## src/design/assert_macros.svh

```systemverilog
// assertion helpers used by the top-level design file
`ifndef ASSERT_MACROS_SVH
`define ASSERT_MACROS_SVH

// implication checked at every edge outside reset
`define ASSERT_IMPL(label, clk, rst_n, ante, cons, msg) \
    label: assert property (@(posedge clk) disable iff (!rst_n) (ante) |-> (cons)) \
        else $error(msg);

// condition that never holds outside reset
`define ASSERT_NEVER(label, clk, rst_n, cond, msg) \
    label: assert property (@(posedge clk) disable iff (!rst_n) !(cond)) \
        else $error(msg);

`endif

```

## src/design/ssfd_pkg.sv

```systemverilog
// ----------------------------------------------------------------------------
// ssfd_pkg
// shared types and constants of the serial stream format detector
// ----------------------------------------------------------------------------
package ssfd_pkg;

    localparam int MIN_BYTES_W = 13;
    localparam logic [MIN_BYTES_W-1:0] MIN_BYTES_RST = 13'd64;
    localparam int CONF_W = 17;
    localparam logic [31:0] TAIL_PATTERN = 32'h0000_807F;

    localparam logic [1:0] MODE_RAW   = 2'd0;
    localparam logic [1:0] MODE_FLOAT = 2'd1;
    localparam logic [1:0] MODE_TEXT  = 2'd2;

    localparam logic [2:0] OP_FLOAT = 3'd0;
    localparam logic [2:0] OP_PRINT = 3'd1;
    localparam logic [2:0] OP_SEP   = 3'd2;
    localparam logic [2:0] OP_NUM   = 3'd3;
    localparam logic [2:0] OP_TEXT  = 3'd4;

    typedef struct packed {
        logic [7:0] data_byte;
        logic       last_byte;
    } t_in;

    typedef struct packed {
        logic [1:0]        mode;
        logic [CONF_W-1:0] confidence;
        logic              detected;
        logic              truncated;
    } t_out;

    typedef struct packed {
        logic push;
        logic full;
    } t_q_wr;

endpackage

```

## src/design/ssfd_front.sv

```systemverilog
// ----------------------------------------------------------------------------
// ssfd_front
// per-byte classification, tail matching and buffer snapshot on the last byte
// ----------------------------------------------------------------------------
module ssfd_front #(
    parameter int MAX_BYTES = 4096,
    parameter int CW        = 13,
    parameter int SW        = 7 * CW + 2
) (
    input  logic                             i_clk,
    input  logic                             i_rst_n,
    input  logic                             i_push,
    output logic                             o_full,
    input  ssfd_pkg::t_in                    i_in,
    input  logic [ssfd_pkg::MIN_BYTES_W-1:0] i_min_bytes,
    output ssfd_pkg::t_q_wr                  o_q_wr,
    input  logic                             i_q_full,
    output logic [SW-1:0]                    o_snap
);
    import ssfd_pkg::*;

    localparam int MW = (CW > MIN_BYTES_W) ? CW : MIN_BYTES_W;

    logic [23:0]   r_prev, n_prev;
    logic [CW-1:0] r_n, n_n, r_tm, n_tm, r_am, n_am;
    logic [CW-1:0] r_nl, n_nl, r_sep, n_sep, r_num, n_num, r_pr, n_pr;
    logic          r_ovf, n_ovf;
    logic          take, in_range, is_match, det;
    logic [7:0]    b;
    logic [CW-1:0] sum;

    assign b        = i_in.data_byte;
    assign take     = i_push && !i_q_full;
    assign in_range = r_n < CW'(MAX_BYTES);
    assign is_match = (r_n >= CW'(3)) && ({r_prev, b} == TAIL_PATTERN);

    always_comb begin
        n_prev = r_prev; n_n = r_n; n_tm = r_tm; n_am = r_am;
        n_nl = r_nl; n_sep = r_sep; n_num = r_num; n_pr = r_pr; n_ovf = r_ovf;
        if (in_range) begin
            if (is_match) begin
                n_tm = r_tm + CW'(1);
                if (r_n[1:0] == 2'd3) n_am = r_am + CW'(1);
            end
            priority if (b == 8'h0A || b == 8'h0D) begin
                n_nl = r_nl + CW'(1);
            end else if (b == 8'h2C || b == 8'h09 || b == 8'h20) begin
                n_sep = r_sep + CW'(1);
            end else if ((b >= 8'h30 && b <= 8'h39) || b == 8'h2E || b == 8'h2D
                         || b == 8'h2B) begin
                n_num = r_num + CW'(1);
            end else if (b >= 8'h20 && b < 8'h7F) begin
                n_pr = r_pr + CW'(1);
            end
            n_prev = {r_prev[15:0], b};
            n_n    = r_n + CW'(1);
        end else begin
            n_ovf = 1'b1;
        end
    end

    assign sum = n_pr + n_nl + n_sep + n_num;
    assign det = MW'(n_n) >= MW'(i_min_bytes);
    assign o_snap = {n_ovf, det, n_n, n_tm, n_am, n_nl, n_sep, n_num, sum};
    assign o_full = i_q_full;
    assign o_q_wr = '{push: take && i_in.last_byte, full: i_q_full};

    always_ff @(posedge i_clk) begin
        if (!i_rst_n || (take && i_in.last_byte)) begin
            r_prev <= '0; r_n <= '0; r_tm <= '0; r_am <= '0; r_nl <= '0;
            r_sep <= '0; r_num <= '0; r_pr <= '0; r_ovf <= 1'b0;
        end else if (take) begin
            r_prev <= n_prev; r_n <= n_n; r_tm <= n_tm; r_am <= n_am; r_nl <= n_nl;
            r_sep <= n_sep; r_num <= n_num; r_pr <= n_pr; r_ovf <= n_ovf;
        end
    end
endmodule

```

## src/design/ssfd_queue.sv

```systemverilog
// ----------------------------------------------------------------------------
// ssfd_queue
// two-entry queue of buffer snapshots between front and back
// ----------------------------------------------------------------------------
module ssfd_queue #(
    parameter int W = 8
) (
    input  logic          i_clk,
    input  logic          i_rst_n,
    input  ssfd_pkg::t_q_wr i_wr,
    input  logic [W-1:0]  i_data,
    output logic          o_full,
    output logic          o_empty,
    input  logic          i_pop,
    output logic [W-1:0]  o_data
);
    import ssfd_pkg::*;

    logic [W-1:0] r_mem [2];
    logic         r_wp, r_rp;
    logic [1:0]   r_cnt;
    logic         wr, rd;

    assign o_full  = r_cnt == 2'd2;
    assign o_empty = r_cnt == 2'd0;
    assign wr      = i_wr.push && !i_wr.full;
    assign rd      = i_pop && !o_empty;
    assign o_data  = r_mem[r_rp];

    always_ff @(posedge i_clk) begin
        if (wr) r_mem[r_wp] <= i_data;
    end

    always_ff @(posedge i_clk) begin
        if (!i_rst_n) begin
            r_wp <= 1'b0; r_rp <= 1'b0; r_cnt <= 2'd0;
        end else begin
            if (wr) r_wp <= ~r_wp;
            if (rd) r_rp <= ~r_rp;
            r_cnt <= r_cnt + 2'(wr) - 2'(rd);
        end
    end
endmodule

```

## src/design/ssfd_div.sv

```systemverilog
// ----------------------------------------------------------------------------
// ssfd_div
// restoring divider, one quotient bit per cycle
// ----------------------------------------------------------------------------
module ssfd_div #(
    parameter int NW = 32,
    parameter int CW = 13
) (
    input  logic          i_clk,
    input  logic          i_rst_n,
    input  logic          i_start,
    input  logic [NW-1:0] i_num,
    input  logic [CW-1:0] i_den,
    output logic          o_done,
    output logic [NW-1:0] o_quot
);
    import ssfd_pkg::*;

    localparam int KW = $clog2(NW + 1);

    logic [NW-1:0] r_q;
    logic [CW-1:0] r_den, r_rem;
    logic [KW-1:0] r_cnt;
    logic          r_busy, r_done;
    logic [CW:0]   sh;
    logic          ge;

    assign sh     = {r_rem, r_q[NW-1]};
    assign ge     = sh >= {1'b0, r_den};
    assign o_done = r_done;
    assign o_quot = r_q;

    always_ff @(posedge i_clk) begin
        if (i_start) begin
            r_q <= i_num; r_den <= i_den; r_rem <= '0;
        end else if (r_busy) begin
            r_q   <= {r_q[NW-2:0], ge};
            r_rem <= ge ? CW'(sh - {1'b0, r_den}) : sh[CW-1:0];
        end
    end

    always_ff @(posedge i_clk) begin
        if (!i_rst_n) begin
            r_busy <= 1'b0; r_done <= 1'b0; r_cnt <= '0;
        end else begin
            r_done <= r_busy && (r_cnt == KW'(1));
            if (i_start) begin
                r_busy <= 1'b1; r_cnt <= KW'(NW);
            end else if (r_busy) begin
                r_cnt <= r_cnt - KW'(1);
                if (r_cnt == KW'(1)) r_busy <= 1'b0;
            end
        end
    end
endmodule

```

## src/design/ssfd_back.sv

```systemverilog
// ----------------------------------------------------------------------------
// ssfd_back
// score sequencer over a shared divider, verdict and result register
// ----------------------------------------------------------------------------
module ssfd_back #(
    parameter int CW = 13,
    parameter int FB = 16,
    parameter int SW = 7 * CW + 2
) (
    input  logic           i_clk,
    input  logic           i_rst_n,
    input  logic           i_q_empty,
    output logic           o_q_pop,
    input  logic [SW-1:0]  i_snap,
    output logic           o_empty,
    input  logic           i_pop,
    output ssfd_pkg::t_out o_out
);
    import ssfd_pkg::*;

    localparam int NW = CW + 3 + FB;
    localparam logic [NW-1:0] ONE  = NW'(1) << FB;
    localparam logic [NW-1:0] HALF = NW'(1) << (FB - 1);
    localparam int TW = FB + 4;
    localparam int RW = FB + 5;
    localparam int RK = FB + 8;
    localparam logic [RW-1:0] RECIP = RW'(((64'd1 << RK) + 64'd9) / 64'd10);

    typedef enum logic [4:0] {
        S_IDLE = 5'b00001, S_LOAD = 5'b00010, S_DIV = 5'b00100, S_MUL = 5'b01000,
        S_DONE = 5'b10000
    } t_state;

    t_state        r_st;
    logic [2:0]    r_op;
    logic [SW-1:0] r_snap;
    logic [NW-1:0] r_qa, r_qp, r_qs, r_qd, r_qt;
    logic [TW-1:0] r_tsum;
    logic          r_ov, n_ov;
    t_out          r_out;

    logic          ovf, det;
    logic [CW-1:0] n, tm, am, nl, sep, num, sum;
    logic [NW-1:0] num_v, s_c, d_c, l_v, fs, ts, mx, conf;
    logic [CW-1:0] den_v;
    logic          d_done, start, slot;
    logic [NW-1:0] quot;
    logic [TW+RW-1:0] prod;
    logic [1:0]    mode;

    assign {ovf, det, n, tm, am, nl, sep, num, sum} = r_snap;

    assign s_c = (r_qs > ONE) ? ONE : r_qs;
    assign d_c = (r_qd > ONE) ? ONE : r_qd;
    assign l_v = (nl >= CW'(2)) ? ONE : HALF;

    always_comb begin
        unique case (r_op)
            OP_PRINT: begin num_v = NW'(sum) << FB; den_v = n; end
            OP_SEP: begin
                num_v = (NW'(sep) << (FB + 2)) + (NW'(sep) << FB); den_v = n;
            end
            OP_NUM: begin
                num_v = (NW'(num) << (FB + 1)) + (NW'(num) << FB); den_v = n;
            end
            OP_TEXT: begin
                num_v = (r_qp << 1) + r_qp + (s_c << 1) + s_c + (d_c << 1) + (l_v << 1);
                den_v = n;
            end
            default: begin num_v = NW'(am) << FB; den_v = tm; end
        endcase
    end

    assign start = (r_st == S_LOAD) && (r_op != OP_TEXT);

    ssfd_div #(.NW(NW), .CW(CW)) u_div (
        .i_clk, .i_rst_n, .i_start(start), .i_num(num_v), .i_den(den_v),
        .o_done(d_done), .o_quot(quot)
    );

    // divide by ten through a reciprocal multiply
    assign prod = (TW+RW)'(r_tsum) * (TW+RW)'(RECIP);

    assign fs = (tm == '0) ? '0 : ((tm >= CW'(2)) ? r_qa : (r_qa >> 1));
    assign ts = (n == '0 || nl == '0) ? '0 : ((r_qt > ONE) ? ONE : r_qt);
    assign mx = (fs > ts) ? fs : ts;

    always_comb begin
        priority if (!det) begin
            mode = MODE_RAW; conf = '0;
        end else if (fs > ts && fs >= HALF) begin
            mode = MODE_FLOAT; conf = fs;
        end else if (ts >= HALF) begin
            mode = MODE_TEXT; conf = ts;
        end else begin
            mode = MODE_RAW; conf = ONE - mx;
        end
    end

    assign slot    = !r_ov || i_pop;
    assign n_ov    = (r_st == S_DONE && slot) ? 1'b1 : (r_ov && !i_pop);
    assign o_q_pop = (r_st == S_IDLE) && !i_q_empty;
    assign o_empty = !r_ov;
    assign o_out   = r_out;

    always_ff @(posedge i_clk) begin
        if (o_q_pop) r_snap <= i_snap;
        if (r_st == S_DIV && d_done) begin
            unique case (r_op)
                OP_PRINT: r_qp <= quot;
                OP_SEP:   r_qs <= quot;
                OP_NUM:   r_qd <= quot;
                default:  r_qa <= quot;
            endcase
        end
        if (r_st == S_LOAD && r_op == OP_TEXT) r_tsum <= TW'(num_v);
        if (r_st == S_MUL) r_qt <= NW'(prod >> RK);
        if (r_st == S_DONE && slot) begin
            r_out <= '{mode: mode, confidence: CONF_W'(conf), detected: det,
                       truncated: ovf};
        end
    end

    always_ff @(posedge i_clk) begin
        if (!i_rst_n) begin
            r_st <= S_IDLE; r_op <= OP_FLOAT; r_ov <= 1'b0;
        end else begin
            r_ov <= n_ov;
            unique case (r_st)
                S_IDLE: if (!i_q_empty) begin
                    r_st <= S_LOAD; r_op <= OP_FLOAT;
                end
                S_LOAD: r_st <= (r_op == OP_TEXT) ? S_MUL : S_DIV;
                S_DIV: if (d_done) begin
                    r_op <= r_op + 3'd1; r_st <= S_LOAD;
                end
                S_MUL: r_st <= S_DONE;
                S_DONE: if (slot) begin
                    r_st <= S_IDLE;
                end
                default: r_st <= S_IDLE;
            endcase
        end
    end
endmodule

```

## src/design/serial_stream_format_detector.sv

```systemverilog
// ----------------------------------------------------------------------------
// serial_stream_format_detector
// classifies a sampled byte buffer as float framing, text lines or raw frames
// ----------------------------------------------------------------------------
// channel   direction  handshake               payload
// input     in         i_push / o_full         i_in  (data_byte, last_byte)
// result    out        o_empty / i_pop         o_out (mode, confidence, ...)
// config    in         i_cfg_valid/o_cfg_ready i_cfg_data (min_bytes)
//
// one byte per cycle while the snapshot queue has room
// per buffer the back end runs four divisions on one shared restoring divider,
// then a multiply by one tenth and a verdict
// a waiting result holds the back end; a full two-entry queue then stalls i_push
// synchronous active-low reset; no clearing pass
// ----------------------------------------------------------------------------
`include "assert_macros.svh"

module serial_stream_format_detector #(
    parameter int MAX_BYTES     = 4096,
    parameter int FRACTION_BITS = 16
) (
    input  logic                             i_clk,
    input  logic                             i_rst_n,
    input  logic                             i_push,
    output logic                             o_full,
    input  ssfd_pkg::t_in                    i_in,
    output logic                             o_empty,
    input  logic                             i_pop,
    output ssfd_pkg::t_out                   o_out,
    input  logic                             i_cfg_valid,
    output logic                             o_cfg_ready,
    input  logic [ssfd_pkg::MIN_BYTES_W-1:0] i_cfg_data
);
    import ssfd_pkg::*;

    localparam int CW = $clog2(MAX_BYTES + 1);
    localparam int SW = 7 * CW + 2;

    logic [MIN_BYTES_W-1:0] r_min;
    t_q_wr                  q_wr;
    logic                   q_full, q_empty, q_pop;
    logic [SW-1:0]          snap_in, snap_out;

    assign o_cfg_ready = 1'b1;

    always_ff @(posedge i_clk) begin
        if (!i_rst_n) r_min <= MIN_BYTES_RST;
        else if (i_cfg_valid) r_min <= i_cfg_data;
    end

    ssfd_front #(.MAX_BYTES(MAX_BYTES), .CW(CW), .SW(SW)) u_front (
        .i_clk, .i_rst_n, .i_push, .o_full, .i_in, .i_min_bytes(r_min),
        .o_q_wr(q_wr), .i_q_full(q_full), .o_snap(snap_in)
    );

    ssfd_queue #(.W(SW)) u_queue (
        .i_clk, .i_rst_n, .i_wr(q_wr), .i_data(snap_in), .o_full(q_full),
        .o_empty(q_empty), .i_pop(q_pop), .o_data(snap_out)
    );

    ssfd_back #(.CW(CW), .FB(FRACTION_BITS), .SW(SW)) u_back (
        .i_clk, .i_rst_n, .i_q_empty(q_empty), .o_q_pop(q_pop), .i_snap(snap_out),
        .o_empty, .i_pop, .o_out
    );

    `ASSERT_NEVER(a_no_push_when_full, i_clk, i_rst_n, q_wr.push && q_full, "push into full queue")
    `ASSERT_IMPL(a_result_held, i_clk, i_rst_n, !o_empty && !i_pop, ##1 !o_empty, "result dropped")
    `ASSERT_NEVER(a_pop_empty_queue, i_clk, i_rst_n, q_pop && q_empty, "pop from empty queue")
endmodule
```

## config.mk

```make
export PLATFORM = sky130hd
export DESIGN_NAME = serial_stream_format_detector
export DESIGN_NICKNAME = d
export VERILOG_FILES = /design/src/design/ssfd_pkg.sv /design/src/design/ssfd_front.sv /design/src/design/ssfd_queue.sv /design/src/design/ssfd_div.sv /design/src/design/ssfd_back.sv /design/src/design/serial_stream_format_detector.sv
export VERILOG_INCLUDE_DIRS = /design/src /design/src/design
export SDC_FILE = /design/constraint.sdc
export NUM_CORES = 2
export LEC_CHECK = 0
export ABC_AREA = 1
export BUFFER_PORTS_ARGS = -buffer_cell sky130_fd_sc_hd__buf_4
export CAP_MARGIN = 20
export CORE_ASPECT_RATIO = 0.8
export CORE_MARGIN = 3
export CORE_UTILIZATION = 60
export DETAILED_ROUTE_END_ITERATION = 16
export PLACE_DENSITY = 0.76
export RECOVER_POWER = 50
export SLEW_MARGIN = 20
export SYNTH_ARGS = -nofsm -noshare
export SYNTH_HDL_FRONTEND = slang
export SYNTH_SLANG_ARGS = --single-unit
```

## constraint.sdc

```tcl
create_clock -name i_clk -period 17.7 [get_ports i_clk]
set_input_delay 3.54 -clock i_clk [delete_from_list [all_inputs] [get_ports i_clk]]
set_output_delay 3.54 -clock i_clk [all_outputs]
set_load 0.01 [all_outputs]
```

* After elaboration in Yosys (flattened, before gate mapping)
Memory sizes are Yosys's and may differ from the RTL's. A register that Yosys moved wholly into a read port is not among the register bits. Index checks and enable logic that the tools add are counted.
Word-level totals: register bits 394, latch bits 0, memory bits (writable) 186, memory bits (read-only) 0, input port bits 27, output and inout bits 24, word-level logic and storage cells 205, memories kept 1
Cells by class: add/subtract/negate cells 23, $mul 1, divide/modulo/power cells 0, order comparisons 16, equality and inequality tests 25, shifts and indexed selects 0, mux-type cells 54, bitwise operators 5, reduce and logical (&&, ||, !) cells 46
Memories:
- u_queue.r_mem | words 2, bits a word 93, read ports 1, clocked after Yosys merged registers in 1, write ports 1, line ssfd_queue.sv:19 | logic [W-1:0] r_mem [2];
Operator list (count):
- two-way mux 13 bit | 22
- adder 32 bit | 5
- two-way mux 32 bit | 5
- case mux 32 bit (4 select lines) | 1
- two-way mux 17 bit | 6
- adder 13 x 1 -> 13 bit (second input constant) | 7
- >= comparator 32 x 16 -> 1 bit (second input constant) | 2
- > comparator 32 x 17 -> 1 bit (second input constant) | 2
- == test 8 x 6 -> 1 bit (second input constant) | 5
- multiplier 20 x 20 -> 40 bit (second input constant) | 1
- adder 13 bit | 3
- >= comparator 13 x 2 -> 1 bit (second input constant) | 3
- zero test 13 bit | 3
- adder 31 x 29 -> 32 bit | 1
- == test 32 x 16 -> 1 bit (second input constant) | 1
- > comparator 32 bit | 1
- adder 30 x 29 -> 31 bit | 1
- two-way mux 31 bit | 1
- case mux 5 bit (5 select lines) | 1
- == test 8 x 4 -> 1 bit (second input constant) | 3
- > comparator 17 bit (second input constant) | 1
- subtractor 17 bit (first input constant) | 1
- >= comparator 8 x 6 -> 1 bit (second input constant) | 2
- logical AND 1 bit | 15
- other kinds (40) | 77

* Longest topological paths before layout
word-level depth 12, mapped depth 34, depth with buffers taken out 33

* Hierarchy
From an unflattened synthesis, not the netlist that was laid out.
Second synthesis, totals: cell total of the unflattened synthesis 4824, area, all modules 45436.1 um2
Modules (own cells, without submodules):
- ssfd_back | times used 1, cells each 2587, area an instance 25072.8 um2, seq. area each 8558.2 um2
- ssfd_front | times used 1, cells each 1361, area an instance 8851.0 um2, seq. area each 2322.2 um2
- ssfd_queue | times used 1, cells each 327, area an instance 7230.7 um2, seq. area each 5685.5 um2
- ssfd_div | times used 1, cells each 466, area an instance 3727.3 um2, seq. area each 1771.7 um2
- serial_stream_format_detector | times used 1, cells each 83, area an instance 554.3 um2, seq. area each 260.2 um2

* Worst setup path after synthesis
Ideal clock, no wire load.
path kind in2reg, start input port i_push, end memory u_queue.r_mem[0][0] (netlist bit) (enable), arrival 7.809 ns, data required time 17.154 ns, setup slack 9.346 ns, stages 4, buffers on the path 0, cell sequence o21ai_0 > inv_1 > nand2_1 > nor2_1
Between the ends: longest elaborated chain between the ends 5
RTL lines:
- from (decl) | line serial_stream_format_detector.sv:24 | input logic i_push,
- logical AND 1 bit | line ssfd_front.sv:33 | assign take = i_push && !i_q_full;
- logical AND 1 bit | line ssfd_front.sv:66 | assign o_q_wr = '{push: take && i_in.last_byte, full: i_q_full};
- logical AND 1 bit | line ssfd_queue.sv:26 | assign wr = i_wr.push && !i_wr.full;
- two-way mux 1 bit | line ssfd_queue.sv:31 | if (wr) r_mem[r_wp] <= i_data;
- two-way mux 1 bit (not written as such) | line ssfd_queue.sv:31
- to (decl) | line ssfd_queue.sv:19
Every way passes these cells.

* Final worst setup path
start input port i_in[3] (netlist bit), end memory u_queue.r_mem[0][11] (netlist bit) (data pin)
Between the ends: longest elaborated chain between the ends 12, elaborated cells between the ends (all ways) 37
RTL lines:
- from (decl) | line serial_stream_format_detector.sv:26 | input ssfd_pkg::t_in i_in,
- >= comparator 8 x 6 -> 1 bit / less-or-equal comparator 8 x 6 -> 1 bit (equally long branches) | line ssfd_front.sv:49 | end else if ((b >= 8'h30 && b <= 8'h39) || b == 8'h2E || b == 8'h2D
- logical AND 1 bit | line ssfd_front.sv:49
- logical OR 1 bit (2 in series) | line ssfd_front.sv:49
- logical OR 1 bit | line ssfd_front.sv:50 | || b == 8'h2B) begin
- two-way mux 13 bit | line ssfd_front.sv:49
- two-way mux 13 bit | line ssfd_front.sv:47 | end else if (b == 8'h2C || b == 8'h09 || b == 8'h20) begin
- two-way mux 13 bit (*) | line ssfd_front.sv:45 | priority if (b == 8'h0A || b == 8'h0D) begin
- two-way mux 13 bit (*) | line ssfd_front.sv:40 | if (in_range) begin
- named net u_front.n_pr[4] | line ssfd_front.sv:26 | logic [CW-1:0] r_nl, n_nl, r_sep, n_sep, r_num, n_num, r_pr, n_pr;
- adder 13 bit (*) (3 in series) | line ssfd_front.sv:62 | assign sum = n_pr + n_nl + n_sep + n_num;
- named net snap_in[11] | line serial_stream_format_detector.sv:42 | logic [SW-1:0] snap_in, snap_out;
The timed path passes the listed nets; every way through them passes the cells marked *.

==> results_dict.tcl <==
set metrics [dict create \
    status "finished with violations" \
    violations "capacitance limit, slew limit" \
    synthAdderAreaFrac 0.222 \
    power_w 0.00491 \
    yosys.area_share.simple 0.138 \
    reg2reg_slack_ns 11.07 \
    routedWlPerCell_microns 17.5 \
    drv_cap 9 \
    place.gp.congestion 0.964 \
    post-route-min-period_ns 7.85 \
    initial_core_util 0.612 \
    power_density_mw_per_mm2 106 \
    cp-end-kind "register" \
    grt_pass1_wl_microns 155000 \
    ys_async_sr_fraction 0 \
    grtUsageMet3 0.0399 \
    fin_crit_sh 0.444 \
    finClkSkew_ns 0.0458 \
    synthTopCellsByArea "edfxtp_1 (36%), fa_1 (12%), ha_1 (10%)" \
    dpl-instance-area_sq_mm 0.0440 \
    die-width_microns 303 \
    vdd_ir_drop_max_uv 106 \
    clk_pin_slew_ns 0.06 \
    clockBufferDepth 3 \
    regToRegStartpoint "u_back.r_op[1]$_SDFFE_PN0P_" \
    ant_nets 0 \
    coreArea_sq_mm 0.0694 \
    required_ns 18.06 \
    critPathKind "input pin to register" \
    setup_viol 0 \
    vias 30200 \
    clkLatencyLatePin_ns 0.63 \
    grt.total_usage 0.263 \
    synth.most_common_cell "inv_1" \
    yosys-top-cells-count "inv_1 (814), nand2_1 (760), edfxtp_1 (510)" \
    postLayoutCellArea_sq_mm 0.0462 \
    cts_tree "done" \
    antenna_found_initial 0 \
    ys_types 63 \
    grtUsageMet2 0.430 \
    dp_hpwl_microns 71300 \
    cts_resized 0 \
    synth_compound_area_frac 0.0863 \
    routed_via_density 5.53 \
    hold_path.class "register to register" \
    synth_top_family_by_area "adder cells" \
    nNetsFinal 5113 \
    synth_edf_count 510 \
    cp_max_fo 7 \
    worstSetupStartpointType "input pin" \
    p_leak_nw 20.8 \
    cts_buffers 69 \
    syn-instance-count 4400 \
    yosysTopAreaCell "edfxtp_1" \
    synth_top_area_share 0.361 \
    hp-start "u_front.r_ovf$_SDFFE_PP0P_" \
    cts_sinks 673 \
    fp.dieArea_sq_mm 0.0740 \
    pin_count 51 \
    rows 86 \
    htree_levels 3 \
    layout-drive-gt1-share 0.0553 \
    cts-hold-fix-buffers 0 \
    synthToLayoutAreaGrowth_pct 8.73 \
    drc_errors 0 \
    post-cts-setup-buffers 0 \
    portBuffers 49 \
    ys_seq_elements 673 \
    first_pass_iters 6 \
    rsz0062_at_grt "false" \
    grt.busiest_layer "met2" \
    arrival_ns 8.21 \
    slew-limit-headroom -1.23 \
    fmax_mhz 127 \
    cts-root-buf "clkbuf_16" \
    dieHeight_microns 244 \
    tns_ns 0 \
    grt.met1_usage 0.371 \
    worstMarginPinSlew_ns 3.35 \
    synthMuxAreaShare 0.00239 \
    finalMaxSlewViolations 341 \
    yosysSeqAreaShare 0.438 \
    grt_max_degree 100 \
    fin_util 0.665 \
    synth-xor-area-share 0.0303 \
    drt-total-wl_microns 95400 \
    hold_violations 0 \
    synth_warnings 0 \
    startpoint "i_in[3]" \
    gr-total-overflow 0 \
    syn-mean-instance-area_sq_um 9.65 \
    drtIter0Drc 2755 \
    yosys_most_used_dff "edfxtp_1" \
    grt_pass1_vias 29800 \
    synth_area_sq_mm 0.0424 \
]
-- state kept, by name (all words and copies together) (netlist names), 17 cells and up --
name,flops
u_queue.r_mem,186
u_back.r_qa,32
u_back.u_div.o_quot,32
u_back.r_qt,17
u_back.r_qs,32
u_back.r_qd,32
u_front.r_prev,24
u_back.r_qp,32
u_back.r_tsum,20
u_back.o_out,21
u_back.r_snap,93
-- cell usage in the layout (no fill, tap or decap), types with 63 or more instances in the layout --
| cell | count |
|---|---|
| nand2_1 | 758 |
| inv_1 | 814 |
| fa_1 | 247 |
| dfxtp_1 | 163 |
| clkbuf_16 | 71 |
| ha_1 | 355 |
| nor2_1 | 263 |
| o21ai_0 | 253 |
| nor3_1 | 63 |
| a21oi_1 | 321 |
| xor2_1 | 120 |
| edfxtp_1 | 510 |
| nand3_1 | 115 |
-- cell type report --
| type | instances | area (sq um) |
|---|---|---|
| repair buffers | 72 | 495 |
| inverters | 827 | 3110 |
| clock buffers | 88 | 1880 |
| fillers | 5341 | 23200 |
| well taps | 924 | 1160 |
| multi-input cells | 2841 | 20500 |
| diodes | 1 | 2.50 |
| clock inverters | 39 | 392 |
| flip-flops and latches | 673 | 18600 |
-- layer usage --
| metal | up-vias | share of wire |
|---|---|---|
| li1 | 14600 | - |
| met1 | 14500 | 0.44 |
| met2 | 987 | 0.47 |
| met3 | 154 | 0.066 |
| met4 | 2 | 0.022 |
| met5 | - | 0.00037 |
-- critical path: stages --
cell and delay, ns:
buf_4 0.12, nand2_1 0.10, inv_1 0.06, nand3_1 0.08, nand2_1 0.05, and2_4 0.16, nor2_4 0.13, nand3_2 0.10
nor3_4 0.29, nand2_1 0.15, nor2_2 0.21, inv_1 0.07, nand2_1 0.09, inv_1 0.06, fa_1 0.53, fa_1 0.43
ha_1 0.36, nand2_1 0.09, nor2_1 0.04, a211oi_1 0.34, o21ai_0 0.20, a21oi_1 0.18, inv_1 0.06, a21oi_1 0.22
inv_1 0.08, a21oi_1 0.17, o21ai_0 0.12, xor2_1 0.16
-- cell families after synthesis --
| kind of cell | after synthesis |
|---|---|
| AOI/OAI and AO/OA | 679 |
| DFF | 673 |
| xor gates and xnor gates | 147 |
| and+or+nand+nor | 1360 |
| adders and majority gates | 605 |
| muxes | 9 |
| buffers and inverters | 925 |
| other | 2 |
-- per-stage QoR --
| step | setup WS (ns) | hold WS [ns] | instances |
|---|---|---|---|
| 2_1_floorplan | 9.35 | 0.400 | 4439 |
| 3_3_place_gp | 9.36 | 0.442 | 5337 |
| 3_5_place_dp | 9.29 | 0.446 | 5337 |
| 4_1_cts | 9.91 | 0.454 | 5464 |
| 5_1_grt | 9.48 | 0.463 | 5464 |
| 6_report | 9.85 | 0.458 | 5465 |
-- power by group --
group	total, W	switching, W	internal, W	leakage [nW]
Sequential	0.00223	0.000169	0.00206	6.06
Combinational	0.00122	0.000821	0.000404	13.6
Clock	0.00146	0.000623	0.000835	1.09
Total	0.00491	0.00161	0.00330	20.8
-- path summary, 6_finish.rpt --
path / endpoint / cells past startpoint
max: u_queue.r_mem[0][11]$_DFFE_PP_ / 28
min: u_front.r_ovf$_SDFFE_PP0P_ / 2
max reg2reg: u_back.u_div.r_rem[0]$_SDFFE_PP0P_ / 9
min reg2reg: u_front.r_ovf$_SDFFE_PP0P_ / 2
Power figures use the tool's default switching activity.
